[src/hw/rtl/lrc_pkg.sv]
// Shared widths, opcodes and word layout of the LRU result cache.
package lrc_pkg;

    // Field widths
    localparam int KEY_W   = 64;
    localparam int SCORE_W = 64;
    localparam int TIME_W  = 32;
    localparam int CAP_W   = 5;
    localparam int TTL_W   = 31;
    localparam int CNT_W   = 32;
    localparam int USED_W  = 5;
    localparam int OP_W    = 2;

    // Operation codes carried in s_tuser
    localparam logic [OP_W-1:0] OP_LOOKUP = 2'd0;
    localparam logic [OP_W-1:0] OP_INSERT = 2'd1;
    localparam logic [OP_W-1:0] OP_CLEAR  = 2'd2;

    // Register indexes, selected by paddr[2]
    localparam logic REG_CAPACITY = 1'b0;
    localparam logic REG_TTL      = 1'b1;

    localparam logic [CAP_W-1:0] CAP_RESET = 5'd16;

    // Input word layout
    localparam int IN_KEY_LSB   = 0;
    localparam int IN_SCORE_LSB = IN_KEY_LSB + KEY_W;
    localparam int IN_NOW_LSB   = IN_SCORE_LSB + SCORE_W;
    localparam int IN_DATA_W    = 160;

    // Output word layout
    localparam int OUT_SCORE_LSB = 0;
    localparam int OUT_USED_LSB  = OUT_SCORE_LSB + SCORE_W;
    localparam int OUT_HITS_LSB  = OUT_USED_LSB + USED_W;
    localparam int OUT_MISS_LSB  = OUT_HITS_LSB + CNT_W;
    localparam int OUT_FILL_LSB  = OUT_MISS_LSB + CNT_W;
    localparam int OUT_DATA_W    = 136;

endpackage

[src/hw/rtl/lrc_ram.sv]
// Generic single-write, single-read RAM with registered read data.
module lrc_ram #(
    parameter int WIDTH = 64,
    parameter int DEPTH = 16
) (
    input  logic                     clk,
    input  logic                     we,
    input  logic [$clog2(DEPTH)-1:0] waddr,
    input  logic [WIDTH-1:0]         wdata,
    input  logic [$clog2(DEPTH)-1:0] raddr,
    output logic [WIDTH-1:0]         rdata
);

    logic [WIDTH-1:0] mem [DEPTH];

    // Write port and registered read port
    always_ff @(posedge clk)
    begin
        if (we)
        begin
            mem[waddr] <= wdata;
        end
        rdata <= mem[raddr];
    end

endmodule

[src/hw/rtl/lru_result_cache_ttl.sv]
// Top level of the fully associative LRU result cache with entry time-to-live.
//
// Usage:
//   Requests enter on the s_ stream: s_tuser carries the opcode (lookup,
//   insert/update, clear), s_tdata the key, the score word and the current
//   time. Each request yields one result word on the m_ stream: m_tuser is
//   the hit flag, m_tdata the score (zero unless hit), the fill level and the
//   saturating hit and miss counters after the request.
//   Lookup and insert walk the key store one entry per cycle through the
//   single read port of the key/score/stamp RAMs, compare in one shared
//   comparator, then check age (check state) and update recency (apply state).
//   Clear and unused opcodes skip the scan and go straight to the apply
//   state. s_tready is high only while the sequencer is idle, so a new
//   request is taken only after the last one has left the sequencer.
//   The result sits in an output register: a new request is accepted while
//   it waits, and the sequencer holds its final step until m_tready frees it.
//   Reset empties the store, zeroes recency and counters, and loads capacity
//   16 and time-to-live 0 (no expiry). No clearing pass is needed.
//   Registers (APB, byte address): 0x0 capacity_in_use, 0x4 ttl_ms.
module lru_result_cache_ttl
    import lrc_pkg::*;
#(
    parameter int CACHE_ENTRIES = 16
) (
    input  logic                  clk,
    input  logic                  rst_n,
    // s_tdata: lookup_key [63:0], new_score [127:64], now_ms [159:128]
    input  logic                  s_tvalid,
    output logic                  s_tready,
    input  logic [IN_DATA_W-1:0]  s_tdata,
    // s_tuser: op [1:0]
    input  logic [OP_W-1:0]       s_tuser,
    // m_tdata: score_out [63:0], entries_used [68:64], hit_count [100:69],
    //          miss_count [132:101], zero fill [135:133]
    output logic                  m_tvalid,
    input  logic                  m_tready,
    output logic [OUT_DATA_W-1:0] m_tdata,
    // m_tuser: hit [0]
    output logic                  m_tuser,
    input  logic                  psel,
    input  logic                  penable,
    input  logic                  pwrite,
    input  logic [2:0]            paddr,
    input  logic [31:0]           pwdata,
    output logic [31:0]           prdata,
    output logic                  pready
);

    localparam int AW = $clog2(CACHE_ENTRIES);
    localparam int IW = $clog2(CACHE_ENTRIES + 1);
    localparam int FW = $clog2(CACHE_ENTRIES + 1);
    localparam int CW = 7;

    typedef enum logic [1:0] {
        ST_IDLE,
        ST_SCAN,
        ST_CHECK,
        ST_APPLY
    } state_t;

    // Control state
    state_t             state_reg, state_next;
    logic [IW-1:0]      idx_reg, idx_next;
    logic               cmp_en_reg;
    logic [AW-1:0]      cmp_idx_reg;
    logic [CACHE_ENTRIES-1:0] valid_reg, valid_next;
    logic [AW-1:0]      rank_reg [CACHE_ENTRIES];
    logic [AW-1:0]      rank_next [CACHE_ENTRIES];
    logic [FW-1:0]      fill_reg, fill_next;
    logic [CNT_W-1:0]   hits_reg, hits_next;
    logic [CNT_W-1:0]   miss_reg, miss_next;
    logic [CAP_W-1:0]   cap_reg;
    logic [TTL_W-1:0]   ttl_reg;
    logic               out_valid_reg, out_valid_next;
    logic               out_hit_reg, out_hit_next;
    logic [SCORE_W-1:0] out_score_reg, out_score_next;
    logic [USED_W-1:0]  out_used_reg, out_used_next;
    logic [CNT_W-1:0]   out_hits_reg;
    logic [CNT_W-1:0]   out_miss_reg;

    // Request and scan results
    logic [OP_W-1:0]    op_reg;
    logic [KEY_W-1:0]   key_reg;
    logic [SCORE_W-1:0] new_score_reg;
    logic [TIME_W-1:0]  now_reg;
    logic               found_reg;
    logic [AW-1:0]      hit_slot_reg;
    logic [AW-1:0]      hit_rank_reg;
    logic [SCORE_W-1:0] score_cap_reg;
    logic [TIME_W-1:0]  stamp_cap_reg;
    logic [AW-1:0]      evict_slot_reg;
    logic               free_found_reg;
    logic [AW-1:0]      free_slot_reg;
    logic               fresh_reg;

    // RAM ports
    logic               ram_we;
    logic [AW-1:0]      ram_waddr;
    logic [KEY_W-1:0]   key_rd;
    logic [SCORE_W-1:0] score_rd;
    logic [TIME_W-1:0]  stamp_rd;

    logic               accept;
    logic               apply_go;
    logic               scan_issue;
    logic               key_match;
    logic [AW-1:0]      oldest_rank;
    logic [CW-1:0]      cap_eff;
    logic               store_full;
    logic [AW-1:0]      ins_slot;
    logic [TIME_W-1:0]  age;
    logic               cfg_write;

    assign accept     = s_tvalid && s_tready;
    assign s_tready   = (state_reg == ST_IDLE);
    assign apply_go   = (state_reg == ST_APPLY) && (!out_valid_reg || m_tready);
    assign scan_issue = (state_reg == ST_SCAN) && (idx_reg != IW'(CACHE_ENTRIES));
    assign key_match  = cmp_en_reg && valid_reg[cmp_idx_reg] && (key_rd == key_reg);
    assign oldest_rank = AW'(fill_reg - FW'(1));

    // Clamp capacity into 1..CACHE_ENTRIES
    always_comb
    begin
        if (cap_reg == '0)
        begin
            cap_eff = CW'(1);
        end
        else if (CW'(cap_reg) > CW'(CACHE_ENTRIES))
        begin
            cap_eff = CW'(CACHE_ENTRIES);
        end
        else
        begin
            cap_eff = CW'(cap_reg);
        end
    end

    assign store_full = CW'(fill_reg) >= cap_eff;
    assign ins_slot   = store_full ? evict_slot_reg : free_slot_reg;
    assign age        = now_reg - stamp_cap_reg;

    // Write all three stores at the hit slot or the insert slot
    assign ram_we    = apply_go && (op_reg == OP_INSERT);
    assign ram_waddr = found_reg ? hit_slot_reg : ins_slot;

    lrc_ram #(.WIDTH(KEY_W), .DEPTH(CACHE_ENTRIES)) u_key_ram (
        .clk   (clk),
        .we    (ram_we),
        .waddr (ram_waddr),
        .wdata (key_reg),
        .raddr (idx_reg[AW-1:0]),
        .rdata (key_rd)
    );

    lrc_ram #(.WIDTH(SCORE_W), .DEPTH(CACHE_ENTRIES)) u_score_ram (
        .clk   (clk),
        .we    (ram_we),
        .waddr (ram_waddr),
        .wdata (new_score_reg),
        .raddr (idx_reg[AW-1:0]),
        .rdata (score_rd)
    );

    lrc_ram #(.WIDTH(TIME_W), .DEPTH(CACHE_ENTRIES)) u_stamp_ram (
        .clk   (clk),
        .we    (ram_we),
        .waddr (ram_waddr),
        .wdata (now_reg),
        .raddr (idx_reg[AW-1:0]),
        .rdata (stamp_rd)
    );

    // Sequencer next state and store updates
    always_comb
    begin
        state_next     = state_reg;
        idx_next       = idx_reg;
        valid_next     = valid_reg;
        rank_next      = rank_reg;
        fill_next      = fill_reg;
        hits_next      = hits_reg;
        miss_next      = miss_reg;
        out_hit_next   = out_hit_reg;
        out_score_next = out_score_reg;
        out_used_next  = out_used_reg;
        out_valid_next = out_valid_reg && !m_tready;

        case (state_reg)
            ST_IDLE:
            begin
                if (accept)
                begin
                    idx_next = '0;
                    if ((s_tuser == OP_LOOKUP) || (s_tuser == OP_INSERT))
                    begin
                        state_next = ST_SCAN;
                    end
                    else
                    begin
                        state_next = ST_APPLY;
                    end
                end
            end
            ST_SCAN:
            begin
                if (scan_issue)
                begin
                    idx_next = idx_reg + IW'(1);
                end
                else
                begin
                    state_next = ST_CHECK;
                end
            end
            ST_CHECK:
            begin
                state_next = ST_APPLY;
            end
            ST_APPLY:
            begin
                if (apply_go)
                begin
                    out_hit_next   = 1'b0;
                    out_score_next = '0;
                    case (op_reg)
                        OP_LOOKUP:
                        begin
                            if (fresh_reg)
                            begin
                                // promote the hit entry
                                for (int j = 0; j < CACHE_ENTRIES; j++)
                                begin
                                    if (valid_reg[j] && (rank_reg[j] < hit_rank_reg))
                                    begin
                                        rank_next[j] = rank_reg[j] + AW'(1);
                                    end
                                end
                                rank_next[hit_slot_reg] = '0;
                                out_hit_next   = 1'b1;
                                out_score_next = score_cap_reg;
                                if (hits_reg != '1)
                                begin
                                    hits_next = hits_reg + CNT_W'(1);
                                end
                            end
                            else if (miss_reg != '1)
                            begin
                                miss_next = miss_reg + CNT_W'(1);
                            end
                        end
                        OP_INSERT:
                        begin
                            if (found_reg)
                            begin
                                for (int j = 0; j < CACHE_ENTRIES; j++)
                                begin
                                    if (valid_reg[j] && (rank_reg[j] < hit_rank_reg))
                                    begin
                                        rank_next[j] = rank_reg[j] + AW'(1);
                                    end
                                end
                                rank_next[hit_slot_reg] = '0;
                            end
                            else
                            begin
                                // age every other entry, new entry is most recent
                                for (int j = 0; j < CACHE_ENTRIES; j++)
                                begin
                                    if (valid_reg[j] && (AW'(j) != ins_slot))
                                    begin
                                        rank_next[j] = rank_reg[j] + AW'(1);
                                    end
                                end
                                rank_next[ins_slot]  = '0;
                                valid_next[ins_slot] = 1'b1;
                                if (!store_full)
                                begin
                                    fill_next = fill_reg + FW'(1);
                                end
                            end
                        end
                        OP_CLEAR:
                        begin
                            valid_next = '0;
                            for (int j = 0; j < CACHE_ENTRIES; j++)
                            begin
                                rank_next[j] = '0;
                            end
                            fill_next = '0;
                            hits_next = '0;
                            miss_next = '0;
                        end
                        default:
                        begin
                        end
                    endcase
                    out_used_next  = USED_W'(fill_next);
                    out_valid_next = 1'b1;
                    state_next     = ST_IDLE;
                end
            end
            default:
            begin
                state_next = ST_IDLE;
            end
        endcase
    end

    assign cfg_write = psel && penable && pwrite && pready;

    // Hold state, store control and registered outputs
    always_ff @(posedge clk or negedge rst_n)
    begin
        if (!rst_n)
        begin
            state_reg     <= ST_IDLE;
            idx_reg       <= '0;
            cmp_en_reg    <= 1'b0;
            valid_reg     <= '0;
            for (int j = 0; j < CACHE_ENTRIES; j++)
            begin
                rank_reg[j] <= '0;
            end
            fill_reg      <= '0;
            hits_reg      <= '0;
            miss_reg      <= '0;
            cap_reg       <= CAP_RESET;
            ttl_reg       <= '0;
            out_valid_reg <= 1'b0;
            out_hit_reg   <= 1'b0;
            out_score_reg <= '0;
            out_used_reg  <= '0;
            out_hits_reg  <= '0;
            out_miss_reg  <= '0;
        end
        else
        begin
            state_reg     <= state_next;
            idx_reg       <= idx_next;
            cmp_en_reg    <= scan_issue;
            valid_reg     <= valid_next;
            rank_reg      <= rank_next;
            fill_reg      <= fill_next;
            hits_reg      <= hits_next;
            miss_reg      <= miss_next;
            out_valid_reg <= out_valid_next;
            out_hit_reg   <= out_hit_next;
            out_score_reg <= out_score_next;
            out_used_reg  <= out_used_next;
            if (apply_go)
            begin
                out_hits_reg <= hits_next;
                out_miss_reg <= miss_next;
            end
            if (cfg_write)
            begin
                if (paddr[2] == REG_CAPACITY)
                begin
                    cap_reg <= pwdata[CAP_W-1:0];
                end
                else
                begin
                    ttl_reg <= pwdata[TTL_W-1:0];
                end
            end
        end
    end

    // Capture the request, then compare one entry per cycle
    always_ff @(posedge clk)
    begin
        cmp_idx_reg <= idx_reg[AW-1:0];
        if (accept)
        begin
            op_reg         <= s_tuser;
            key_reg        <= s_tdata[IN_KEY_LSB +: KEY_W];
            new_score_reg  <= s_tdata[IN_SCORE_LSB +: SCORE_W];
            now_reg        <= s_tdata[IN_NOW_LSB +: TIME_W];
            found_reg      <= 1'b0;
            free_found_reg <= 1'b0;
        end
        if (cmp_en_reg)
        begin
            if (key_match && !found_reg)
            begin
                found_reg     <= 1'b1;
                hit_slot_reg  <= cmp_idx_reg;
                hit_rank_reg  <= rank_reg[cmp_idx_reg];
                score_cap_reg <= score_rd;
                stamp_cap_reg <= stamp_rd;
            end
            if (valid_reg[cmp_idx_reg] && (rank_reg[cmp_idx_reg] == oldest_rank))
            begin
                evict_slot_reg <= cmp_idx_reg;
            end
            if (!valid_reg[cmp_idx_reg] && !free_found_reg)
            begin
                free_found_reg <= 1'b1;
                free_slot_reg  <= cmp_idx_reg;
            end
        end
        if (state_reg == ST_CHECK)
        begin
            fresh_reg <= found_reg && ((ttl_reg == '0) || (age <= TIME_W'(ttl_reg)));
        end
    end

    // Register read-back
    always_comb
    begin
        if (paddr[2] == REG_TTL)
        begin
            prdata = 32'(ttl_reg);
        end
        else
        begin
            prdata = 32'(cap_reg);
        end
    end

    assign pready   = 1'b1;
    assign m_tvalid = out_valid_reg;
    assign m_tuser  = out_hit_reg;
    assign m_tdata  = {
        (OUT_DATA_W - OUT_FILL_LSB)'(0),
        out_miss_reg,
        out_hits_reg,
        out_used_reg,
        out_score_reg
    };

endmodule

[config.mk]
export PLATFORM = sky130hd
export DESIGN_NAME = lru_result_cache_ttl
export DESIGN_NICKNAME = d
export VERILOG_FILES = /design/src/hw/rtl/lrc_pkg.sv /design/src/hw/rtl/lrc_ram.sv /design/src/hw/rtl/lru_result_cache_ttl.sv
export SDC_FILE = /design/constraint.sdc
export NUM_CORES = 2
export LEC_CHECK = 0
export ABC_CLOCK_PERIOD_IN_PS = 26500
export BUFFER_PORTS_ARGS = -buffer_cell sky130_fd_sc_hd__buf_2
export CORE_AREA = 2 2 477 479
export DETAILED_ROUTE_END_ITERATION = 8
export DIE_AREA = 0 0 479 481
export GPL_ROUTABILITY_DRIVEN = 0
export GPL_TIMING_DRIVEN = 1
export PLACE_DENSITY = 0.75
export SYNTH_ARGS = -nofsm -noshare
export SYNTH_HDL_FRONTEND = slang
export SYNTH_HIERARCHICAL = 1
export SYNTH_SLANG_ARGS = --single-unit
[constraint.sdc]
create_clock -name clk -period 26.5 [get_ports clk]
set_input_delay 5.3 -clock clk [delete_from_list [all_inputs] [get_ports clk]]
set_output_delay 5.3 -clock clk [all_outputs]
set_load 0.01 [all_outputs]
==> run_results.csv <==
group,metric,value,unit
place,io_buffers,367,
drt,drcViolationCount,0,
logic_synthesis,synth_top_area_cell,"edfxtp_1",
clocking,cts_root_buf,"clkbuf_16",
clocking,cts_sinks,3324,
drt,viasPerCell,6.48,
grt,antenna_found_initial,23,
place,dp.cells,10200,
logic_synthesis,synth_top_area_frac,0.655,
die,pin_count,376,
grt,grt_overflow_total,0,
clocking,htree_levels,5,
drt,ant_nets,0,
power,power_frac_seq,0.461,
clocking,cts_tree,"done",
setup_path,worstSetupEndpointType,"primary output",
finish,finalNonFillerCells,10800,
power,combPwrFrac,0.220,
sta,fin_tns_setup,0,ns
logic_synthesis,synth_xor_area_frac,0.00822,
clocking,cts_resized,0,
logic_synthesis,yosysSeqAreaShare,0.742,
die,die_w,479,um
sta,timing.slew.headroom,0.0490,
finish,final_common_cell,"edfxtp_1",
logic_synthesis,ys.flop_type,"edfxtp_1",
drt,initialDrtViolationCount,8672,
setup_path,crit_chain,"buf_2, mux2_2, buf_2",
sta,fmax,86.8,MHz
logic_synthesis,synth_compound_area_frac,0.0577,
die,placeableCoreArea,226000,um^2
grt,grt_pass1_vias,70500,
die,dieArea,230000,um^2
power,internal_power,10.4,mW
power,cellLeakagePower,49.3,nW
drt,drt_wl_total,312000,um
clocking,ctsHoldBuffers,0,
sta,rsz0062_at_grt,"no",
logic_synthesis,syn_area,130000,um^2
sta,clock_skew,0.107,ns
logic_synthesis,yosys.area_share.adder,0.0141,
power,pwr_density_cell,99.1,nW/um^2
drt,wire_per_inst,28.9,um
logic_synthesis,synth_warnings,6,
die,num_rows,175,
power,pwr-share-clk,0.319,
die,start_util,0.576,
clocking,path_clk_slew,0.06,ns
finish,layout_common_cells,"edfxtp_1 (2835), mux4_2 (665), nand2_1 (377)",
logic_synthesis,synthArstFlopShare,0.0972,
sta,setup_slack,14.98,ns
place,dpl_worst_slack,14.98,ns
logic_synthesis,muxShareOfSynthArea,0.123,
clocking,clock_latency,1.01,ns
setup_path,path_class,"input pin to primary output",
setup_path,cp.arrival,6.22,ns
clocking,cts_buffer_depth,4,
sta,slew_violations,0,
setup_path,crit_fanout,34,
logic_synthesis,synth_edf_count,2835,
flow_run,maxCapViolCount,0,
logic_synthesis,yosys_register_bits,3324,
logic_synthesis,synthSimpleGateAreaFrac,0.0380,
drt,firstDrtPassIters,6,
finish,n_fill_cell,14600,
logic_synthesis,ys_top_cells_by_area,"edfxtp_1 (65%), mux4_2 (12%), dfrtp_1 (6.2%)",
setup_path,crit_slowest_cell,"mux2_2",
outcome,status,"finished clean",
sta,fin_crit,11.52,ns
power,peakVddDrop,0.112,mV
sta,setup_viol,0,
logic_synthesis,synth_cells,7006,
grt,grt.total_usage,0.270,
die,die_y,481,um
drt,vias,69800,
grt,grt_pass1_wl,460000,um
setup_path,worstSetupStartpointType,"input pin",
power,switching_share,0.286,
clocking,cts_buffers,341,
finish,top_regs,"u_key_ram/mem: 1024 flops, u_score_ram/mem: 1024 flops, u_stamp_ram/mem: 512 flops",
sta,fin_crit_sh,0.435,
place,hpwl,164000,um
clocking,cts_setup_buffers,0,
sta,tightest_slew,1.42,ns
setup_path,crit_top_cell,"buf_2",
sta,finalHoldViolations,0,
finish,nNetsFinal,7837,
grt,grt_max_degree,151,
finish,layout-drive-gt1-share,0.233,
finish,synthToLayoutAreaGrowth,12.4,%
setup_path,required,21.20,ns
logic_synthesis,synthDistinctLibCells,94,
min_path,hold_path.class,"register to register",
power,power_switching,4.14,mW
logic_synthesis,syn_avg_cell_area,18.6,um^2
setup_path,max_stage_delay,0.39,ns
logic_synthesis,synth_top_family_by_area,"multiplexers",
[metal layers]
layer  up-vias  wire [um]  part of all wire  track usage
met2      3704     154000              0.49        0.439
li1      29200          -                 -            -
met1     36200     119000              0.38        0.369
met5         -        117           0.00038            0
met3       609      28400             0.091       0.0523
met4        18      10700             0.034       0.0935
[metrics by stage]
step	hold WS [ns]	total power [mW]	area (um^2)	utilization
3_5_place_dp	0.389	9.94	135000	0.600
3_3_place_gp	0.388	9.84	135000	0.600
2_1_floorplan	0.386	9.01	130000	-
4_1_cts	0.359	14.6	146000	0.648
6_report	0.370	14.5	146000	0.648
5_1_grt	0.365	15.1	146000	0.648
[power groups by stage]
stage	Clock [mW]	Sequential [mW]	Combinational (mW)
2_1_floorplan	0	6.61	2.40
3_3_place_gp	0	6.74	3.10
3_5_place_dp	0	6.78	3.16
4_1_cts	4.69	6.68	3.20
5_1_grt	4.90	6.74	3.43
6_report	4.63	6.69	3.18
[path summary, 6_finish.rpt]
kind                                         to  depth (start not counted)  slack [ns]             startpoint
max                                   prdata[1]                          3       14.98               paddr[2]
min                           score_cap_reg[30]                          0        0.37  u_score_ram/rdata[30]
max reg2reg                u_key_ram/mem[14][8]                         15       19.84             cap_reg[2]
min reg2reg                   score_cap_reg[30]                          0        0.37  u_score_ram/rdata[30]
max in group asynchronous     out_score_reg[17]                          2       20.62                  rst_n
min in group asynchronous      out_miss_reg[13]                          1        4.35                  rst_n
[cell usage after synthesis (63+ instances only)]
master,n
a22oi_1,354
nand2_1,379
a22o_1,85
inv_1,140
nor2_1,215
dfxtp_1,166
nand3_1,69
o21ai_0,216
mux4_2,665
mux2_2,63
o21ai_1,66
clkbuf_1,206
xnor2_1,88
dfrtp_1,322
a21oi_1,222
edfxtp_1,2835
ha_1,145
[area by class of cell]
class	count	area [um^2]	area share
diodes	10	25.0	0.000171
clock buffers	461	9470	0.0648
clock inverters	145	1260	0.00861
inverters	141	537	0.00367
multi-input cells	3193	31800	0.217
flip-flops and latches	3324	96500	0.660
well taps	3009	3760	0.0258
repair buffers	486	2820	0.0193
[cells by family (layout without fill, tap and decap cells)]
group	Yosys count	count (layout)
other cells	2	15
simple gates	1023	1023
flops	3324	3324
xor+xnor	122	122
buf+inv	492	1233
mux	754	754
fa+ha+maj	146	146
compound gates	1143	1143
[critical path, delay by kind of cell]
family                 cells  cell delay [ns]
buffers and inverters      2             0.52
muxes                      1             0.39
Power figures use the tool's default switching activity.
